$ cat src/ted_pkg.sv
// ----------------------------------------------------------------------------
// ted_pkg
// Types and constants for the text encoding detector: class codes and the
// byte patterns used by the byte order mark checks and the UTF-8 scan.
// ----------------------------------------------------------------------------
`default_nettype none

package ted_pkg;

   // Encoding class codes
   typedef enum logic [2:0] {
      CLS_UNKNOWN   = 3'd0,
      CLS_UTF16_LE  = 3'd1,
      CLS_UTF16_BE  = 3'd2,
      CLS_UTF8_BOM  = 3'd3,
      CLS_UTF8_NONE = 3'd4,
      CLS_ANSI      = 3'd5
   } encoding_class_type;

   // Byte order mark bytes
   localparam logic [7:0] BOM_FF = 8'hFF;
   localparam logic [7:0] BOM_FE = 8'hFE;
   localparam logic [7:0] BOM_EF = 8'hEF;
   localparam logic [7:0] BOM_BB = 8'hBB;
   localparam logic [7:0] BOM_BF = 8'hBF;

   // UTF-8 masks and match patterns
   localparam logic [7:0] MASK_TOP1  = 8'h80;
   localparam logic [7:0] MASK_TOP2  = 8'hC0;
   localparam logic [7:0] MASK_TOP3  = 8'hE0;
   localparam logic [7:0] MASK_TOP4  = 8'hF0;
   localparam logic [7:0] MASK_TOP5  = 8'hF8;
   localparam logic [7:0] PAT_CONT   = 8'h80;
   localparam logic [7:0] PAT_LEAD2  = 8'hC0;
   localparam logic [7:0] PAT_LEAD3  = 8'hE0;
   localparam logic [7:0] PAT_LEAD4  = 8'hF0;

   // Number of leading bytes kept for the mark checks
   localparam logic [1:0] LEAD_COUNT = 2'd3;

endpackage

`default_nettype wire

$ cat src/text_encoding_detector_top.sv
// ----------------------------------------------------------------------------
// text_encoding_detector_top
// Classifies a byte stream as unknown, UTF-16 LE/BE, UTF-8 with or without a
// byte order mark, or ANSI, giving one class per buffer.
// ----------------------------------------------------------------------------
// Usage:
//   The request channel (req_valid / req_stall) carries one byte of the buffer
//   per request, with req_last_byte set on the final byte. Only the final
//   byte produces a response on rsp_valid / rsp_stall, carrying
//   rsp_encoding_class.
//   Throughput is one byte per clock while req_stall is low. The class is
//   registered on the final byte into the response or skid register.
//   Scan state sits in registers updated on each accepted byte; the class
//   is computed in the same cycle and captured in the response register.
//   When the receiver stalls, a finished response is held and the block keeps
//   taking bytes; a second finished response goes into a skid register, and
//   only then is req_stall raised until the response register drains.
//   Reset (synchronous, active high) clears all scan state and drops any
//   pending responses. All scan state also clears after each final byte.
// ----------------------------------------------------------------------------
`default_nettype none

module text_encoding_detector_top
   import ted_pkg::*;
(
   input  wire logic       clock,
   input  wire logic       reset,
   input  wire logic       req_valid,
   output logic            req_stall,
   input  wire logic [7:0] req_data_byte,
   input  wire logic       req_last_byte,
   output logic            rsp_valid,
   input  wire logic       rsp_stall,
   output logic [2:0]      rsp_encoding_class
);

   // Scan state
   logic [1:0] bytes_seen_ff, bytes_seen_in;
   logic [7:0] lead0_ff, lead0_in;
   logic [7:0] lead1_ff, lead1_in;
   logic [7:0] lead2_ff, lead2_in;
   logic [1:0] pending_ff, pending_in;
   logic       saw_high_ff, saw_high_in;
   logic       failed_ff, failed_in;

   // Response register and skid stage
   logic               rsp_valid_ff, rsp_valid_in;
   encoding_class_type rsp_class_ff, rsp_class_in;
   logic               skid_valid_ff, skid_valid_in;
   encoding_class_type skid_class_ff, skid_class_in;

   logic               req_take;
   logic               rsp_take;
   logic               result_now;
   logic [1:0]         cnt_upd;
   logic [7:0]         b0_upd, b1_upd, b2_upd;
   logic [1:0]         pend_upd;
   logic               high_upd, fail_upd, fail_end;
   encoding_class_type class_now;

   assign req_stall  = skid_valid_ff;
   assign req_take   = req_valid & ~skid_valid_ff;
   assign rsp_take   = rsp_valid_ff & ~rsp_stall;
   assign result_now = req_take & req_last_byte;

   // Leading byte capture and UTF-8 scan for the incoming byte
   always_comb begin
      cnt_upd  = bytes_seen_ff;
      b0_upd   = lead0_ff;
      b1_upd   = lead1_ff;
      b2_upd   = lead2_ff;
      pend_upd = pending_ff;
      high_upd = saw_high_ff;
      fail_upd = failed_ff;

      if (bytes_seen_ff < LEAD_COUNT) begin
         unique case (bytes_seen_ff)
            2'd0:    b0_upd = req_data_byte;
            2'd1:    b1_upd = req_data_byte;
            default: b2_upd = req_data_byte;
         endcase
         cnt_upd = bytes_seen_ff + 2'd1;
      end

      if (pending_ff != 2'd0) begin
         // continuation owed
         if ((req_data_byte & MASK_TOP2) != PAT_CONT) begin
            fail_upd = 1'b1;
         end
         pend_upd = pending_ff - 2'd1;
      end else if ((req_data_byte & MASK_TOP1) != 8'd0) begin
         high_upd = 1'b1;
         priority if ((req_data_byte & MASK_TOP3) == PAT_LEAD2) begin
            pend_upd = 2'd1;
         end else if ((req_data_byte & MASK_TOP4) == PAT_LEAD3) begin
            pend_upd = 2'd2;
         end else if ((req_data_byte & MASK_TOP5) == PAT_LEAD4) begin
            pend_upd = 2'd3;
         end else begin
            fail_upd = 1'b1;
         end
      end
   end

   // Class decision on the final byte
   always_comb begin
      fail_end = fail_upd | (pend_upd != 2'd0);
      priority if (cnt_upd < LEAD_COUNT) begin
         class_now = CLS_UNKNOWN;
      end else if (b0_upd == BOM_FF && b1_upd == BOM_FE) begin
         class_now = CLS_UTF16_LE;
      end else if (b0_upd == BOM_FE && b1_upd == BOM_FF) begin
         class_now = CLS_UTF16_BE;
      end else if (b0_upd == BOM_EF && b1_upd == BOM_BB && b2_upd == BOM_BF) begin
         class_now = CLS_UTF8_BOM;
      end else if (!fail_end && high_upd) begin
         class_now = CLS_UTF8_NONE;
      end else begin
         class_now = CLS_ANSI;
      end
   end

   // Next scan state: update on each byte, clear after the final one
   always_comb begin
      bytes_seen_in = bytes_seen_ff;
      lead0_in      = lead0_ff;
      lead1_in      = lead1_ff;
      lead2_in      = lead2_ff;
      pending_in    = pending_ff;
      saw_high_in   = saw_high_ff;
      failed_in     = failed_ff;
      if (req_take) begin
         if (req_last_byte) begin
            bytes_seen_in = 2'd0;
            lead0_in      = 8'd0;
            lead1_in      = 8'd0;
            lead2_in      = 8'd0;
            pending_in    = 2'd0;
            saw_high_in   = 1'b0;
            failed_in     = 1'b0;
         end else begin
            bytes_seen_in = cnt_upd;
            lead0_in      = b0_upd;
            lead1_in      = b1_upd;
            lead2_in      = b2_upd;
            pending_in    = pend_upd;
            saw_high_in   = high_upd;
            failed_in     = fail_upd;
         end
      end
   end

   // Response register with skid stage
   always_comb begin
      rsp_valid_in  = rsp_valid_ff;
      rsp_class_in  = rsp_class_ff;
      skid_valid_in = skid_valid_ff;
      skid_class_in = skid_class_ff;
      if (!rsp_valid_ff || rsp_take) begin
         if (skid_valid_ff) begin
            rsp_valid_in  = 1'b1;
            rsp_class_in  = skid_class_ff;
            skid_valid_in = 1'b0;
         end else begin
            rsp_valid_in = result_now;
            rsp_class_in = class_now;
         end
      end else if (result_now) begin
         skid_valid_in = 1'b1;
         skid_class_in = class_now;
      end
   end

   // Control registers
   always_ff @(posedge clock) begin
      if (reset) begin
         bytes_seen_ff <= 2'd0;
         lead0_ff      <= 8'd0;
         lead1_ff      <= 8'd0;
         lead2_ff      <= 8'd0;
         pending_ff    <= 2'd0;
         saw_high_ff   <= 1'b0;
         failed_ff     <= 1'b0;
         rsp_valid_ff  <= 1'b0;
         skid_valid_ff <= 1'b0;
      end else begin
         bytes_seen_ff <= bytes_seen_in;
         lead0_ff      <= lead0_in;
         lead1_ff      <= lead1_in;
         lead2_ff      <= lead2_in;
         pending_ff    <= pending_in;
         saw_high_ff   <= saw_high_in;
         failed_ff     <= failed_in;
         rsp_valid_ff  <= rsp_valid_in;
         skid_valid_ff <= skid_valid_in;
      end
   end

   // Payload registers
   always_ff @(posedge clock) begin
      rsp_class_ff  <= rsp_class_in;
      skid_class_ff <= skid_class_in;
   end

   assign rsp_valid          = rsp_valid_ff;
   assign rsp_encoding_class = rsp_class_ff;

endmodule

`default_nettype wire

$ cat config.mk
export PLATFORM = sky130hd
export DESIGN_NAME = text_encoding_detector_top
export DESIGN_NICKNAME = d
export VERILOG_FILES = /design/src/ted_pkg.sv /design/src/text_encoding_detector_top.sv
export SDC_FILE = /design/constraint.sdc
export NUM_CORES = 1
export LEC_CHECK = 0
export BUFFER_PORTS_ARGS = -buffer_cell sky130_fd_sc_hd__buf_2
export CAP_MARGIN = 30
export CORE_MARGIN = 8
export CORE_UTILIZATION = 45
export CTS_BUF_LIST = sky130_fd_sc_hd__clkbuf_4 sky130_fd_sc_hd__clkbuf_8
export DETAILED_ROUTE_END_ITERATION = 8
export PLACE_DENSITY = 0.73
export SYNTH_ARGS = -nofsm -noshare
export SYNTH_HDL_FRONTEND = slang
export SYNTH_SLANG_ARGS = --single-unit
$ cat constraint.sdc
create_clock -name clock -period 3.4 [get_ports clock]
set_input_delay 0.34 -clock clock [delete_from_list [all_inputs] [get_ports clock]]
set_output_delay 0.34 -clock clock [all_outputs]
set_load 0.05 [all_outputs]
==> out/metrics.cfg, run 1 <==
[status]
status=complete, no violations

[place]
numPortBuffers=17
post_dp_cell_area_sq_um=2050
post-dp-hpwl_microns=3390
dp_slack_ps=746
routabilityCongestion=0.868

[route]
drt-pass1-iter-count=4
drc_errors=0
detailroute.via_count=1756
detailedRoute.firstIterationViolations=139
wire_per_inst_microns=16.7
route.layer.met1.wl_microns=2220
routed_wirelength_microns=4810
highest_layer=met4
antenna_left=0
vias_per_cell=6.10
route.met2.wl_microns=2130
route.met3.wl_microns=336

[sta]
final_max_slew_viol_count=0
timing.fmax_ghz=0.367
tightest_slew_ps=709
layout_setup_ws_ps=672
worst_slew_margin_rel_pct=52.4
timing_hold_violations_final=0
report.final.setup_viol=0
final.setup.tns_ps=0
final.setup_skew_ps=13.5
setup_repair_after_global_routing_missed_its_margin=false
period_share_pct=80.2
timing.final.crit_period_ps=2730
hold-worst-slack_ps=368

[synthesis]
postSynthRegisterBits=38
synth_sequential_area_ratio_pct=41.0
ys_warn_count=0
synth_top_flop_cell=sky130_fd_sc_hd__dfxtp_1
synth-edff-count=6
synthesized_area_per_cell_sq_um=8.89
post_synth_instance_area_sq_um=2000
synthesis.instances=225
synth_cell_types=50
postSynth.asyncResetShare_pct=0
net_count_after_synthesis=238

[clocking]
worstSkewPairLatency_ps=300
hold_buffers=0
count_of_h_tree_levels_built_during_cts=2
numCtsBuffers=5
post_cts_repair_timing_setup_buffer_count=0
clock-root-buffer=sky130_fd_sc_hd__clkbuf_8
clk_transition_reported_paths_ps=80
clk_path_buf_depth=2
tritoncts=done
post_cts_resize_count=0
clkSinkCount=38

[setup_path]
endpoint_kind=flip-flop
crit-reg2reg-launch=bytes_seen_ff[0]
startpoint_type=flip-flop
reg2reg_slack_ps=670
required_ps=3440
worst-endpoint-arrival_ps=2770
setup.worst_path.class=reg -> reg
critical_path.startpoint=bytes_seen_ff[0]
critical_path.max_fanout=19

[grt]
grt_max_degree=33
global_route_wire_length_before_repair_microns=8260
grt_antenna_before_repair=0
grt_overflow=0
global_route.usage.total_pct=15.7
vias_in_the_first_global_route=1672

[min_path]
worst_hold_startpoint=req_valid
hp-class=in -> reg

[floorplanning]
fp.coreArea_sq_um=4320
design.portCount=18
die_h_microns=82.7
chipWidth_microns=82.7
initial_core_util_pct=46.3
rows=24
dieArea_sq_um=6840

[finish]
layout.cells.most_common=sky130_fd_sc_hd__nor2_1
area_growth_syn_to_layout_pct=6.88
layout.filler_cells=423
antennaDiodeCount=0
total_nets_final=248
finalInstanceArea_sq_um=2140
layout.cells.most_common_list=sky130_fd_sc_hd__nor2_1 (40), sky130_fd_sc_hd__dfxtp_1 (32), sky130_fd_sc_hd__a22oi_1 (26), sky130_fd_sc_hd__buf_2 (17), sky130_fd_sc_hd__a21oi_1 (11)
post_route_cells_drive_above_1_share_pct=15.7

[pwr]
vdd_ir_drop_max_mv=0.248
leakage_nw=0.793
cellPowerDensity_nw_per_um2=425

[run]
maxCapViolCount=0

==> worst max-delay path, cell delays in order (launching register included) <==
cell,delay (ps)
sky130_fd_sc_hd__dfxtp_1,670
sky130_fd_sc_hd__nor2b_1,580
sky130_fd_sc_hd__mux2_2,430
sky130_fd_sc_hd__nand3_1,150
sky130_fd_sc_hd__nor3_4,60
sky130_fd_sc_hd__or2b_2,320
sky130_fd_sc_hd__a32o_1,260
==> state kept, by name, indices dropped and copies added, names as in the netlist <==
signal	flops
req_stall	1
rsp_encoding_class	3
lead0_ff	8
rsp_valid	1
pending_ff	2
saw_high_ff	1
lead2_ff	8
failed_ff	1
lead1_ff	8
bytes_seen_ff	2
skid_class_ff	3
==> per-layer routing <==
layer / track usage (%) / up-vias
li1: - / 857
met4: 6.55 / 0
met1: 20.6 / 829
met3: 3.79 / 11
met2: 23.9 / 59
met5: 0 / -
==> final timing paths <==
kind	endpoint	cells after the start
max reg2reg	rsp_encoding_class[1]	6
min	rsp_valid	3
max	rsp_encoding_class[1]	6
min reg2reg	lead1_ff[3]	2
==> final cells by class <==
cell class	instances	area, sq um	area share, %
Inverter	2	7.51	0.351
Tap cell	52	65.1	3.04
Timing Repair Buffer	17	85.1	3.98
Clock inverter	1	6.26	0.293
Sequential cell	38	821	38.4
Multi-Input combinational cell	171	1070	50.0
Clock buffer	7	83.8	3.92
==> through the flow <==
| step | cells | utilization, % | power, mW |
|---|---|---|---|
| after detailed placement | 280 | 47.4 | 0.595 |
| after global routing | 288 | 49.5 | 0.950 |
| after floorplan | 225 | - | 0.569 |
| final | 288 | 49.5 | 0.908 |
| after CTS | 288 | 49.5 | 0.912 |
| after global placement | 280 | 47.4 | 0.593 |
==> cell families (layout without fill, tap and decap cells) <==
group / Yosys count / count (layout) / synth area share, %
AND/OR/NAND/NOR: 104 / 104 / 28.3
AO/OA/AOI/OAI: 60 / 60 / 21.3
multiplexers: 7 / 7 / 3.88
buffers and inverters: 16 / 27 / 5.50
flip-flops: 38 / 38 / 41.0
==> Yosys cell counts (2+ instances only) <==
cell type / instances / area, sq um
sky130_fd_sc_hd__a22oi_1: 26 / 195
sky130_fd_sc_hd__nor3_1: 6 / 30.0
sky130_fd_sc_hd__or3b_1: 2 / 17.5
sky130_fd_sc_hd__o21ai_0: 7 / 35.0
sky130_fd_sc_hd__a211oi_1: 2 / 15.0
sky130_fd_sc_hd__clkbuf_1: 6 / 22.5
sky130_fd_sc_hd__nand2_1: 9 / 33.8
sky130_fd_sc_hd__o21ai_1: 2 / 10.0
sky130_fd_sc_hd__mux2_2: 2 / 22.5
sky130_fd_sc_hd__dfxtp_1: 32 / 641
sky130_fd_sc_hd__nand2b_1: 3 / 18.8
sky130_fd_sc_hd__nor2b_1: 9 / 56.3
sky130_fd_sc_hd__nor2_1: 40 / 150
sky130_fd_sc_hd__clkbuf_8: 2 / 27.5
sky130_fd_sc_hd__nand4b_1: 2 / 17.5
sky130_fd_sc_hd__edfxtp_1: 6 / 180
sky130_fd_sc_hd__a21oi_1: 11 / 55.1
sky130_fd_sc_hd__nand3_1: 7 / 35.0
sky130_fd_sc_hd__buf_6: 3 / 33.8
sky130_fd_sc_hd__inv_1: 2 / 7.51
sky130_fd_sc_hd__o211ai_1: 3 / 22.5
sky130_fd_sc_hd__buf_4: 2 / 15.0
sky130_fd_sc_hd__nor4_1: 2 / 12.5
sky130_fd_sc_hd__nand4bb_1: 3 / 33.8
sky130_fd_sc_hd__mux2i_1: 4 / 40.0
sky130_fd_sc_hd__nand4_1: 8 / 50.1
==> power breakdown <==
| part | switching (mW) | internal, mW | total (mW) | leakage, nW |
|---|---|---|---|---|
| Sequential | 0.0104 | 0.467 | 0.477 | 0.322 |
| Combinational | 0.0731 | 0.0356 | 0.109 | 0.422 |
| Clock | 0.161 | 0.162 | 0.323 | 0.0496 |
| Total | 0.245 | 0.664 | 0.908 | 0.793 |
(Power assumes the default switching activity.)
==> run 2, diff against run 1 <==
Settings changed: ABC_AREA set to 1.
Clock period 3.4 ns to 2.7 ns, I/O delays scaled along.
==> run 2 against run 1 <==
Against the previous run: total power grew 30%; first-iteration DRC count increased by 20%; die area increased by 6.1%; highest routed layer unchanged; critical path depth increased by 6; non-clock buffer count is 2 higher; sequential share of layout area fell by 3.4 points; count of clock-buffer cells in the layout unchanged; global-route usage down 0.39 points; setup slack got worse by 150 ps; final area grew 9.8%.
==> out/metrics.cfg, run 2 <==
[setup_path]
timing.critical_path.cells=nor2_2, nand2_1, nand2_1, nand2_1, nor2_2, nand2_1, nor2_1, nand3_1, nand2_1, nand2_1, nand3_1, nand2_1
worst_path_most_repeated_cell=sky130_fd_sc_hd__nand2_1
setup.worst_path.class=reg -> reg
worst-endpoint-arrival_ps=2220
timing.critical_path.slowest_stage_cell=sky130_fd_sc_hd__dfxtp_1
startpoint_type=flip-flop
required_ps=2740
critical_path.max_stage_delay_ps=460
endpoint_kind=flip-flop
critical_path.max_fanout=13

[route]
wire_per_inst_microns=12.5
detailroute.via_count=2128
vias_per_cell=5.09
drc_errors=0
routed_wirelength_microns=5220
detailedRoute.firstIterationViolations=167
antenna_left=0
drt-pass1-iter-count=4

[floorplanning]
die_h_microns=85.2
rows=25
fp.coreArea_sq_um=4660
dieArea_sq_um=7250
chipWidth_microns=85.2
design.portCount=18
initial_core_util_pct=46.2

[pwr]
sw_frac_of_total_pct=27.8
leakage_nw=1.06
vdd_ir_drop_max_mv=0.364
power_switching_mw=0.329
cellPowerDensity_nw_per_um2=504
cell_internal_pwr_mw=0.854
pwr-share-clk_pct=34.5
total_power_mw=1.18
power.share.sequential_pct=50.7
comb_power_share_pct=14.8

[clocking]
numCtsBuffers=5
tritoncts=done
worstSkewPairLatency_ps=280
clock-root-buffer=sky130_fd_sc_hd__clkbuf_8
count_of_h_tree_levels_built_during_cts=2
post_cts_repair_timing_setup_buffer_count=0
post_cts_resize_count=0
clkSinkCount=38
clk_transition_reported_paths_ps=80
clk_path_buf_depth=2
hold_buffers=0

[synthesis]
postSynthRegisterBits=38
synth-edff-count=6
library_cell_with_the_largest_summed_area_after_synthesis=sky130_fd_sc_hd__dfxtp_1
synth_sequential_area_ratio_pct=38.1
synth_cell_types=22
most_numerous_cell_in_the_yosys_netlist=sky130_fd_sc_hd__nand2_1
net_count_after_synthesis=362
synth_top_flop_cell=sky130_fd_sc_hd__dfxtp_1
yosys.area.top_type_share_pct=29.8
post_synth_instance_area_sq_um=2150
synth_commonest_cells=sky130_fd_sc_hd__nand2_1 (146), sky130_fd_sc_hd__inv_1 (37), sky130_fd_sc_hd__a21oi_1 (35)
synthesized_area_per_cell_sq_um=6.17
synthesis.instances=349
dominant_cells_by_area_after_synthesis=sky130_fd_sc_hd__dfxtp_1 (30%), sky130_fd_sc_hd__nand2_1 (25%), sky130_fd_sc_hd__edfxtp_1 (8.4%)
ys_warn_count=0
postSynth.asyncResetShare_pct=0

[finish]
register_area_sq_um=821
total_nets_final=376
finalNonFillerCells=418
multiInputGateArea_sq_um=1120
layout.cells.most_common=sky130_fd_sc_hd__nand2_1
layout.filler_cells=486
post_route_cells_drive_above_1_share_pct=10.2
largest_registers=lead0_ff x8, lead1_ff x8, lead2_ff x8
layout.cells.most_common_list=sky130_fd_sc_hd__nand2_1 (146), sky130_fd_sc_hd__inv_1 (37), sky130_fd_sc_hd__a21oi_1 (35), sky130_fd_sc_hd__dfxtp_1 (32), sky130_fd_sc_hd__nand3_1 (31)
antennaDiodeCount=0
area_growth_syn_to_layout_pct=9.06
final_core_util_pct=50.4

[sta]
report.final.setup_viol=0
final.setup.tns_ps=0
final.setup_skew_ps=6.85
timing_hold_violations_final=0
timing.fmax_ghz=0.460
worst_slew_margin_rel_pct=59.9
timing.final.crit_period_ps=2180
final_max_slew_viol_count=0
setup_repair_after_global_routing_missed_its_margin=false
period_share_pct=80.6
tightest_slew_ps=601

[place]
post-place-cells=410
numPortBuffers=17
routabilityCongestion=0.891
post-dp-hpwl_microns=3790

[run]
maxCapViolCount=0

[min_path]
hp-class=in -> reg

[grt]
global_route.usage.total_pct=15.3
vias_in_the_first_global_route=1972
grt_overflow=0
grt_max_degree=32
grt_antenna_before_repair=0
global_route_wire_length_before_repair_microns=9130

[status]
status=complete, no violations

==> run 2: per-layer routing <==
layer / up-vias / wire, microns / global-route usage (%)
met5: - / 0 / 0
met4: 0 / 82 / 6.15
met3: 9 / 237 / 3.09
met2: 40 / 2390 / 23.5
met1: 953 / 2510 / 20.2
li1: 1126 / - / -
==> run 2: layout make-up <==
class	count	share of cell area, %
Multi-Input combinational cell	260	47.6
Sequential cell	38	34.9
Inverter	39	6.23
Timing Repair Buffer	19	4.26
Clock buffer	7	3.84
Tap cell	54	2.88
Clock inverter	1	0.213
==> run 2: path summary, 6_finish.rpt <==
| check | startpoint | end | slack, ps | cells after the start |
|---|---|---|---|---|
| max | bytes_seen_ff[1] | rsp_encoding_class[0] | 520 | 12 |
| min | req_valid | rsp_valid | 290 | 3 |
| max reg2reg | bytes_seen_ff[1] | rsp_encoding_class[0] | 520 | 12 |
| min reg2reg | lead1_ff[6] | lead1_ff[6] | 460 | 2 |
==> run 2: kinds of logic after synthesis <==
family | after synthesis | synth area share (%)
AND/OR/NAND/NOR | 217 | 41.7
flip-flops | 38 | 38.1
AO/OA/AOI/OAI | 43 | 10.3
buffers and inverters | 51 | 9.94
==> run 2: critical path, delay by kind of cell, from the launching register on <==
family           cells  cell delay (ps)
flip-flops           1              460
AND/OR/NAND/NOR     12             1460
==> run 2: through the flow <==
stage                     worst slack (ps)  hold slack, ps  instance area, sq um
after floorplan                       1060             429                  2150
after global placement                 608             452                  2250
after detailed placement               558             457                  2250
after CTS                              530             285                  2350
after global routing                   274             336                  2350
final                                  525             294                  2350
==> run 2: power by group through the flow <==
stage               Clock (mW)  Sequential [mW]  Combinational (mW)
CTS                      0.423            0.600               0.174
finish                   0.409            0.600               0.175
detailed placement           0            0.613               0.173
global placement             0            0.613               0.173
global route             0.452            0.602               0.199
floorplan                    0            0.621               0.122
